<file path="config.mk">
export PLATFORM = sky130hd
export DESIGN_NAME = scmn_div
export DESIGN_NICKNAME = d
export VERILOG_FILES = /design/src/hw/rtl/scmn_pkg.sv /design/src/hw/rtl/scmn_div.sv
export SDC_FILE = /design/constraint.sdc
export NUM_CORES = 1
export LEC_CHECK = 0
export BUFFER_PORTS_ARGS = -buffer_cell sky130_fd_sc_hd__buf_4
export CAP_MARGIN = 20
export CORE_MARGIN = 4
export CORE_UTILIZATION = 63
export DETAILED_ROUTE_END_ITERATION = 8
export GPL_TIMING_DRIVEN = 0
export PLACE_DENSITY_LB_ADDON = 0.15
export SYNTH_ARGS = -nofsm -noshare
export SYNTH_HDL_FRONTEND = slang
export SYNTH_SLANG_ARGS = --single-unit
</file>
<file path="constraint.sdc">
create_clock -name clk -period 11.2 [get_ports clk]
set_clock_uncertainty 0.1 [all_clocks]
set_input_delay 2.24 -clock clk [delete_from_list [all_inputs] [get_ports clk]]
set_output_delay 2.24 -clock clk [all_outputs]
set_load 0.05 [all_outputs]
</file>
<file path="src/hw/rtl/scmn_pkg.sv">
`timescale 1ns / 1ps
package scmn_pkg;
  localparam int MAX_ROWS = 256;
  localparam int MAX_COLS = 256;
  localparam int ROW_AW = $clog2(MAX_ROWS);
  localparam int COL_AW = $clog2(MAX_COLS);
  localparam int MAT_AW = ROW_AW + COL_AW;
  localparam int MAT_DEPTH = MAX_ROWS * MAX_COLS;
  localparam int SIZE_W = 9;
  localparam int CNT_W = 32;
  localparam int SUM_W = 40;
  localparam int PROD_W = 2 * SUM_W;
  localparam int VAL_W = 33;
  localparam int CFG_IDX_W = 2;

  typedef enum logic [1:0] {
    MODE_LOAD  = 2'd0,
    MODE_READ  = 2'd1,
    MODE_CLEAR = 2'd2,
    MODE_NONE  = 2'd3
  } mode_t;

  typedef enum logic [1:0] {
    ST_OK      = 2'd0,
    ST_ROW_ERR = 2'd1,
    ST_COL_ERR = 2'd2
  } status_t;

  localparam logic [CFG_IDX_W-1:0] REG_ROW_COUNT = 2'd0;
  localparam logic [CFG_IDX_W-1:0] REG_COL_COUNT = 2'd1;
  localparam logic [CFG_IDX_W-1:0] REG_MIRROR    = 2'd2;

  // Handshake between the sequencer and an iterative arithmetic unit.
  typedef struct packed {
    logic start;
  } unit_req_t;

  typedef struct packed {
    logic done;
  } unit_rsp_t;
endpackage

</file>
<file path="src/hw/rtl/scmn_div.sv">
`timescale 1ns / 1ps
module scmn_div (
  input  logic                       clk,
  input  logic                       rst,
  input  scmn_pkg::unit_req_t        req,
  input  logic [scmn_pkg::CNT_W-1:0] entry,
  input  logic [scmn_pkg::SUM_W-1:0] divisor,
  output scmn_pkg::unit_rsp_t        rsp,
  output logic [scmn_pkg::VAL_W-1:0] quot
);
  import scmn_pkg::*;

  localparam int STEP_W = $clog2(CNT_W + 1);

  logic [SUM_W-1:0]  dv;
  logic [SUM_W:0]    rem;
  logic [STEP_W-1:0] steps;
  logic              running;
  logic [SUM_W:0]    rem_sh;

  assign rem_sh = {rem[SUM_W-1:0], 1'b0};

  // When the entry is at least the divisor the quotient is at least 1.0 and
  // saturates; otherwise 32 restoring steps give the fraction bits.
  always_ff @(posedge clk) begin
    if (rst) begin
      running <= 1'b0;
      rsp.done <= 1'b0;
    end else begin
      rsp.done <= 1'b0;
      if (req.start) begin
        dv <= divisor;
        rem <= {{(SUM_W + 1 - CNT_W){1'b0}}, entry};
        steps <= STEP_W'(CNT_W);
        if ({{(SUM_W - CNT_W){1'b0}}, entry} >= divisor) begin
          quot <= {1'b1, {CNT_W{1'b0}}};
          rsp.done <= 1'b1;
        end else begin
          quot <= '0;
          running <= 1'b1;
        end
      end else if (running) begin
        if (rem_sh >= {1'b0, dv}) begin
          rem <= rem_sh - {1'b0, dv};
          quot <= {quot[VAL_W-2:0], 1'b1};
        end else begin
          rem <= rem_sh;
          quot <= {quot[VAL_W-2:0], 1'b0};
        end
        steps <= steps - 1'b1;
        if (steps == STEP_W'(1)) begin
          running <= 1'b0;
          rsp.done <= 1'b1;
        end
      end
    end
  end
endmodule

</file>
==> metrics.txt <==
CTS Buffer Depth=2; met1 wire length=~8400 um; DP Wirelength=about 15000 um; Final setup viols=0; most frequent CP cell=a21o_1; hold_buf cts=0; WL met3=~1800 um; IO Count=approximately 110; Syn Area/Cell=just over 10 um^2; CP Max Fanout=2; global placer's final weighted congestion=about 0.94; worst slew margin relative to its limit=51.1%; Yosys reg bits=about 120; arrival time at the worst endpoint=4.51 ns; Layout Nets=roughly 1100; min-delay src=running; WL/cell=about 19 um; PwrDens=~160 nW/um^2; Die W=approximately 120 um; antenna violations before repair=1; R2R setup slack=7.72 ns; Die Area=approximately 15000 um^2; Hold EP=rsp; DRT Pass-1 Iters=5; ANT cells=0; final period utilization=39.9%; final wirelength=~21000 um; clk root buf=clkbuf_16; commonest cells in the synthesized netlist=119 x edfxtp_1, 80 x inv_1, 74 x ha_1, 69 x nand2_1, 53 x a21oi_1; CTS buffer count=17; outcome=finished clean; CP max stage delay=approximately 0.35 ns; RSZ-0062 raised after global routing=false; worst min-delay path class=reg2reg; first-pass GRT wire length=32800 um; Worst setup SP type=input port; setup TNS=0 ns; Synth Cell Area=around 8100 um^2; layout cells sized above 1=between 10% and 20%; Starting Density=64.3%; antenna-violating nets left=0; via count of the first global-routing pass=slightly below 7000; Hold Path Stages=2; Netlist cell types=69; initial DRC count=between 500 and 600; Leak=between 4 and 5 nW; FF-to-FF End=rem[38]; DP Area=between 9000 and 10000 um^2; Yosys warnings=0; Setup CP Type=in2reg; Syn Inst Count=between 700 and 800; Synth area leader=edfxtp_1; cells on worst reg2reg path=13; DR vias/cell=around 6.0; Max VDD drop=approximately 0.00011 V; Least-Margin Pin Slew=around 0.7 ns; Skew-Pair Late Insertion Delay=0.43 ns; Non-Filler Cell Area, Final=9780 um^2; Seq/Total Area, Yosys=around 45%; Post-synth EDFFs=119; via count=about 6600; Setup crit end kind=flip-flop; CP Buf/Inv Count=1; Final Hold Vio Count=0; ys async rst share=0%; H-tree Lvls=4; All-Layer GR Usage=28.7%; Synth area leaders=edfxtp_1 44%, ha_1 11%, inv_1 3.7%; Cell Rows=41; CTS Sinks=around 120; postcts setup bufs=0; Port Buffers=108; DRC=0; Slew Viols, Final=0; critical path's top delay family=compound AO/OA/AOI/OAI gates; Core Area=about 13000 um^2; critical path, cell by cell=buf_4, ha_1, a21o_1, a21o_1, a21o_1, a21o_1, a211oi_1, o21ai_0, a211o_1, nand3_1, o21ai_0; top cell type's share of synthesized area=44.2%; DR top layer=met5; R2R Path Start=dv[18]; crit path max-delay cell type=a211o_1; post_cts resized=0; Final min period=4.46 ns; Layout area overhead=20.9%; Worst-path clk slew=about 0.060 ns; gr ovfl total=0; Worst Path Required=between 10 and 15 ns; largest net degree at the start of global routing=34; die height=121 um; Net Count, Synth=~940; CTS tree=built; multi-input logic area=slightly above 4000 um^2; Max Cap Viol=0; dominant synthesized flop cell=edfxtp_1; wire length on met2=between 9000 and 10000 um; count leader, synth=edfxtp_1; FILL cells=around 850; FMAX=about 220 MHz; register area=between 3000 and 4000 um^2
metal layers:
layer,global-route usage [%],vias to the layer above
met3,8.95,63
met2,47.4,282
met1,34.7,3103
li1,-,3134
met4,12.7,2
met5,0,-
placed cells by master, fill, tap and decap left out, drive strengths merged, types with 4 or more instances in the layout:
cell type    n
a211oi       8
a21o        34
a21oi       55
a22o         4
a31oi        8
and3         6
buf        123
clkbuf      34
clkinv       7
edfxtp     119
ha          74
inv         84
mux2i       25
nand2       70
nand2b       5
nand3       11
nand3b       5
nand4       14
nor2        40
nor2b       37
nor3         6
nor4         4
o211ai       4
o21a         4
o21ai       52
o21bai       5
o31ai        5
or2          4
xnor2       22
xor2        17
how the worst max path moves through the flow:
stage | start | endpoint | slack [ns] | cells past startpoint
finish | entry[25] | quot[32] | 6.74 | 11
global route | entry[13] | quot[32] | 6.58 | 11
CTS | entry[25] | quot[32] | 6.74 | 11
detailed placement | entry[25] | quot[32] | 6.36 | 11
global placement | req | rem[18] | 2.93 | 4
floorplan | req | quot[0] | 4.69 | 3
area by class of cell:
type                            instances  area share [%]
Buffer                                 28            1.43
Clock buffer                           18            4.39
Clock inverter                         14            1.51
Inverter                               82            3.15
Multi-Input combinational cell        560            41.3
Sequential cell                       121            37.0
Tap cell                              172            2.20
Timing Repair Buffer                  111            9.06
where the power goes:
part / internal (mW) / switching, mW / leakage, nW / total [mW]
clock network: 0.328 / 0.220 / 0.272 / 0.547
registers: 0.545 / 0.0187 / 1.16 / 0.564
logic: 0.175 / 0.254 / 2.92 / 0.429
total: 1.05 / 0.493 / 4.36 / 1.54
cells by family after synthesis:
kind of cell               after synthesis  synth area share, %
muxes                                   26                 3.24
DFF                                    121                 44.7
and+or+nand+nor                        218                 13.8
buffers and inverters                  110                 5.54
AOI/OAI and AO/OA                      202                 16.8
adders and majority gates               75                 11.7
xor gates and xnor gates                39                 4.23
sequential cells by signal, summed over array words and instances, names as in the netlist:
| signal | cells |
|---|---|
| dv | 40 |
| quot | 33 |
| rem | 40 |
| rsp | 1 |
| running | 1 |
| steps | 6 |
worst register-to-register path: stages (launching register included):
cell and delay (ns):
edfxtp_1 0.37, inv_1 0.08, ha_1 0.23, buf_2 0.18
a21o_1 0.18, a21oi_1 0.21, o21ai_1 0.08, a21oi_1 0.26
o311ai_1 0.21, o31ai_4 0.43, nand2_2 0.19, nand2_1 0.30
inv_2 0.17, a32o_1 0.26
through the flow:
| stage | total power, mW | hold WS [ns] | setup slack (ns) | instances | utilization, % |
|---|---|---|---|---|---|
| 3_3_place_gp | 0.973 | 0.355 | 2.93 | 1071 | 72.5 |
| 3_5_place_dp | 0.991 | 0.371 | 6.36 | 1074 | 73.2 |
| 6_report | 1.54 | 0.378 | 6.74 | 1106 | 77.8 |
| 5_1_grt | 1.61 | 0.421 | 6.58 | 1106 | 77.8 |
| 2_1_floorplan | 0.874 | 0.339 | 4.69 | 791 | - |
| 4_1_cts | 1.53 | 0.380 | 6.74 | 1106 | 77.8 |
Power figures use the tool's default switching activity.
