===== config.mk =====
export PLATFORM = sky130hd
export DESIGN_NAME = scmn_isqrt
export DESIGN_NICKNAME = d
export VERILOG_FILES = /design/src/hw/rtl/scmn_pkg.sv /design/src/hw/rtl/scmn_isqrt.sv
export SDC_FILE = /design/constraint.sdc
export NUM_CORES = 1
export LEC_CHECK = 0
export ABC_AREA = 1
export BUFFER_PORTS_ARGS = -buffer_cell sky130_fd_sc_hd__buf_2
export CORE_MARGIN = 2
export CORE_UTILIZATION = 40
export CTS_BUF_LIST = sky130_fd_sc_hd__clkbuf_8 sky130_fd_sc_hd__clkbuf_16
export CTS_CLUSTER_SIZE = 40
export DETAILED_ROUTE_END_ITERATION = 10
export PLACE_DENSITY = 0.57
export SLEW_MARGIN = 20
export SYNTH_ARGS = -nofsm -noshare
export SYNTH_HDL_FRONTEND = slang
export SYNTH_SLANG_ARGS = --single-unit

===== constraint.sdc =====
create_clock -name clk -period 10 [get_ports clk]
set_input_delay 0 -clock clk [delete_from_list [all_inputs] [get_ports clk]]
set_output_delay 0 -clock clk [all_outputs]
set_load 0.1 [all_outputs]

===== src/hw/rtl/scmn_pkg.sv =====
`timescale 1ns / 1ps
package scmn_pkg;
  localparam int MAX_ROWS = 256;
  localparam int MAX_COLS = 256;
  localparam int ROW_AW = $clog2(MAX_ROWS);
  localparam int COL_AW = $clog2(MAX_COLS);
  localparam int MAT_AW = ROW_AW + COL_AW;
  localparam int MAT_DEPTH = MAX_ROWS * MAX_COLS;
  localparam int SIZE_W = 9;
  localparam int CNT_W = 32;
  localparam int SUM_W = 40;
  localparam int PROD_W = 2 * SUM_W;
  localparam int VAL_W = 33;
  localparam int CFG_IDX_W = 2;

  typedef enum logic [1:0] {
    MODE_LOAD  = 2'd0,
    MODE_READ  = 2'd1,
    MODE_CLEAR = 2'd2,
    MODE_NONE  = 2'd3
  } mode_t;

  typedef enum logic [1:0] {
    ST_OK      = 2'd0,
    ST_ROW_ERR = 2'd1,
    ST_COL_ERR = 2'd2
  } status_t;

  localparam logic [CFG_IDX_W-1:0] REG_ROW_COUNT = 2'd0;
  localparam logic [CFG_IDX_W-1:0] REG_COL_COUNT = 2'd1;
  localparam logic [CFG_IDX_W-1:0] REG_MIRROR    = 2'd2;

  // Handshake between the sequencer and an iterative arithmetic unit.
  typedef struct packed {
    logic start;
  } unit_req_t;

  typedef struct packed {
    logic done;
  } unit_rsp_t;
endpackage


===== src/hw/rtl/scmn_isqrt.sv =====
`timescale 1ns / 1ps
module scmn_isqrt (
  input  logic                       clk,
  input  logic                       rst,
  input  scmn_pkg::unit_req_t        req,
  input  logic [scmn_pkg::PROD_W-1:0] radicand,
  output scmn_pkg::unit_rsp_t        rsp,
  output logic [scmn_pkg::SUM_W-1:0] root
);
  import scmn_pkg::*;

  localparam int REM_W = SUM_W + 3;
  localparam int STEP_W = $clog2(SUM_W + 1);

  logic [PROD_W-1:0] rad;
  logic [REM_W-1:0]  rem;
  logic [STEP_W-1:0] steps;
  logic              running;
  logic [REM_W-1:0]  rem_sh;
  logic [REM_W-1:0]  trial;

  // One result bit per cycle: bring down two radicand bits, try root*4+1.
  assign rem_sh = {rem[REM_W-3:0], rad[PROD_W-1 -: 2]};
  assign trial  = {1'b0, root, 2'b01};

  always_ff @(posedge clk) begin
    if (rst) begin
      running <= 1'b0;
      rsp.done <= 1'b0;
    end else begin
      rsp.done <= 1'b0;
      if (req.start) begin
        running <= 1'b1;
        rad <= radicand;
        rem <= '0;
        root <= '0;
        steps <= STEP_W'(SUM_W);
      end else if (running) begin
        rad <= rad << 2;
        if (rem_sh >= trial) begin
          rem <= rem_sh - trial;
          root <= {root[SUM_W-2:0], 1'b1};
        end else begin
          rem <= rem_sh;
          root <= {root[SUM_W-2:0], 1'b0};
        end
        steps <= steps - 1'b1;
        if (steps == STEP_W'(1)) begin
          running <= 1'b0;
          rsp.done <= 1'b1;
        end
      end
    end
  end
endmodule


==> run summary <==
TIMING
-------------------------------------------------------------------------------------------
Final setup vio count ........................................................            0
Number of max-slew violations in the final report ............................            0
Final hold violation count ...................................................            0
Maximum achievable frequency .................................................    0.320 GHz
Unrepaired setup endpoints after global routing ..............................        false
Worst-Margin Slew ............................................................      1.06 ns
Minimum clock period after layout ............................................      3.13 ns
Ratio of final minimum period to clock period ................................        31.3%
Worst slew margin relative to its limit ......................................        29.1%
Setup total negative slack ...................................................         0 ns
Worst Skew ...................................................................    0.0126 ns

WORST HOLD PATH
-------------------------------------------------------------------------------------------
Hold Path Class .............................................................. input port to flip-flop

FLOORPLANNING
-------------------------------------------------------------------------------------------
Die outline height ...........................................................       166 um
Starting utilization of the core area ........................................        40.5%
Ports placed on the boundary .................................................          124
Num rows .....................................................................           59
Die Footprint ................................................................  0.0276 mm^2
Horizontal die dimension .....................................................       166 um
Core area ....................................................................  0.0260 mm^2

POWER
-------------------------------------------------------------------------------------------
Cell leakage power ...........................................................      6.52 nW
Power per standard cell area .................................................  166 mW/mm^2
Maximum ir drop on the vdd rail ..............................................  0.0000926 V

WORST SETUP PATH
-------------------------------------------------------------------------------------------
Arrival time at the worst endpoint ...........................................      3.32 ns
Crit. End Element ............................................................    flip-flop
Most frequent cell on the critical path ...................................... sky130_fd_sc_hd__nor2_1
Critical Path Fanout Max .....................................................           49
Startpoint Class .............................................................    flip-flop
Max incr delay on CP .........................................................      0.45 ns
Reg2reg setup slack ..........................................................      6.87 ns
Worst Path Required ..........................................................     10.19 ns
CP bufs+invs .................................................................            1
Family with the most delay on the worst path ................................. simple AND/OR/NAND/NOR gates
Worst setup path category .................................................... flip-flop to flip-flop
Cells traversed along the worst timing path .................................. ha_1 -> nand2_1 -> nor2_1 -> nand2_1 -> nor2_2 -> nand3_1 -> nand3_1 -> nor2_1 -> nand2_4 -> inv_2 -> nor2_1 -> nor2_1
Slowest-stage cell, CP ....................................................... sky130_fd_sc_hd__nand2_4

CELLS AND AREA
-------------------------------------------------------------------------------------------
Most common cell after layout, fill and taps aside ........................... sky130_fd_sc_hd__nand2_1
Synthesis-to-layout area growth ..............................................        22.0%
Top library cells by usage in the layout, fill and taps aside ................ sky130_fd_sc_hd__nand2_1, sky130_fd_sc_hd__inv_1, sky130_fd_sc_hd__nor2_1, sky130_fd_sc_hd__edfxtp_1, sky130_fd_sc_hd__buf_2
Final net count ..............................................................         1722
Area of all placed cells without fillers .....................................  0.0129 mm^2
Post-Layout Cell Count .......................................................         1943
Antenna Diode Count ..........................................................            0
Fill cell count ..............................................................         2599
Layout cells sized above 1 ...................................................        10.9%

DRT
-------------------------------------------------------------------------------------------
Routed len/inst ..............................................................      14.0 um
Via-to-Cell Ratio ............................................................         4.65
Pre-Repair DR Iteration Count ................................................            5
Final wirelength .............................................................     27100 um
Number of design-rule violations left by the first detailed-router iteration .          534
Vias .........................................................................         9043
Post-route ant nets ..........................................................            0
Number of DRC violations after detailed routing ..............................            0

CLOCK NETWORK
-------------------------------------------------------------------------------------------
Hold buffers post-CTS ........................................................           81
Clock tree from TritonCTS ....................................................          yes
# Post-CTS Setup Buffers .....................................................            0
Clock network latency to the later pin of the worst-skew pair ................      0.44 ns
Longest Clk Path Bufs ........................................................            2
Htree depth ..................................................................            4
TritonCTS Buffers ............................................................           17
Clk sinks ....................................................................          169
Post_cts resized .............................................................            0
Clock root buffer ............................................................ sky130_fd_sc_hd__clkbuf_16
Clock edge transition at the registers on the reported setup and hold paths ..      0.08 ns

PLACED DESIGN
-------------------------------------------------------------------------------------------
Port Buffer Count ............................................................          123
Global placement routability congestion ......................................        0.960
Post-DP Area .................................................................  0.0114 mm^2
HPWL after DPL ...............................................................     19000 um
Count of placed standard cells including taps ................................         1830

GLOBAL ROUTE
-------------------------------------------------------------------------------------------
Antenna violations before repair .............................................            0
First-pass GRT wire length ...................................................     44300 um
Grt total ovfl ...............................................................            0
Via count of the first global-routing pass ...................................         9046
Pin count of the biggest net entering global routing .........................           80
Total routing usage reported by global routing ...............................        19.9%

JOB
-------------------------------------------------------------------------------------------
Maximum Capacitance Violations ...............................................            0

SYNTH
-------------------------------------------------------------------------------------------
Flip-flop and latch count after synthesis ....................................          169
Seq/Total Area, Yosys ........................................................        48.0%
Synthesis warning total ......................................................            0
Count of unique library cells instantiated by Yosys ..........................           31
Synth area leader ............................................................ sky130_fd_sc_hd__edfxtp_1
Main area contributors after synthesis ....................................... sky130_fd_sc_hd__edfxtp_1, sky130_fd_sc_hd__nand2_1, sky130_fd_sc_hd__inv_1
Number of instances in the synthesized netlist ...............................         1401
Post-synthesis instance area .................................................  0.0105 mm^2
Mapped Nets ..................................................................         1528
Share of the synthesized area in the top cell type ...........................        47.6%
Mean cell area of the mapped netlist .........................................    7.52 um^2

RUN STATUS
-------------------------------------------------------------------------------------------
Status ....................................................................... finished, final reports clean

per-stage QoR:
| stage | worst slack (ns) | utilization [%] | power (mW) | hold WS (ns) |
|---|---|---|---|---|
| after floorplan | 0.816 | - | 1.33 | 0.0768 |
| final | 6.87 | 49.5 | 2.14 | 0.160 |
| after global routing | 6.54 | 49.5 | 2.25 | 0.239 |
| after global placement | 6.73 | 44.0 | 1.45 | 0.263 |
| after detailed placement | 6.70 | 44.0 | 1.45 | 0.264 |
| after CTS | 6.84 | 49.5 | 2.15 | 0.207 |
final cells by class:
| type | instances | area, um^2 | share of cell area, % |
|---|---|---|---|
| clock buffers | 17 | 425 | 3.31 |
| clock inverters | 15 | 174 | 1.35 |
| inverters | 214 | 803 | 6.25 |
| multi-input cells | 984 | 4510 | 35.1 |
| flip-flops and latches | 169 | 5050 | 39.3 |
| well taps | 335 | 419 | 3.26 |
| repair buffers | 209 | 1470 | 11.4 |
sequential cells by signal, indices dropped and copies added, names as in the netlist:
| name | flops |
|---|---|
| root | 40 |
| running | 1 |
| rem | 41 |
| steps | 6 |
| rsp | 1 |
| rad | 80 |
final timing paths:
path / startpoint / to / cells after the start
setup / recovery: rem[15] / rem[22] / 12
hold / removal: req / steps[1] / 2
setup reg to reg: rem[15] / rem[22] / 12
hold reg to reg: rad[77] / rad[79] / 2
per-layer routing:
metal  global-route usage (%)  vias up  wire, um
li1                         -     4721         -
met1                     25.7     4078     12800
met2                     33.6      209     12600
met3                     4.05       35      1200
met4                     6.15        0       557
met5                        0        -         0
report_power, final:
part	total (mW)	switching, mW	leakage (nW)	internal (mW)
Combinational	0.586	0.401	4.58	0.186
Sequential	0.875	0.0229	1.64	0.853
Clock	0.675	0.337	0.296	0.338
Total	2.14	0.761	6.52	1.38
synthesized netlist by cell type, drive strengths merged:
cell      n
clkbuf   23
o21ai     9
nand2   600
nand3    39
a21oi    33
o21a      1
nand3b    9
xor2     22
edfxtp  167
dfxtp     2
inv     214
ha       44
or2       3
o21bai   29
a31oi     1
nor3      2
and2      1
buf      11
xnor2     1
nand4     3
nor2    187
cell families (layout without fill, tap and decap cells):
logic type | count (synthesis) | count (layout) | share of synthesized area (%)
AOI/OAI and AO/OA | 73 | 73 | 4.19
adders and majority gates | 44 | 44 | 5.23
buffers and inverters | 248 | 455 | 9.30
and+or+nand+nor | 844 | 844 | 31.4
xor gates and xnor gates | 23 | 23 | 1.91
DFF | 169 | 169 | 48.0
Note: power is estimated with default switching activity, not from simulation.
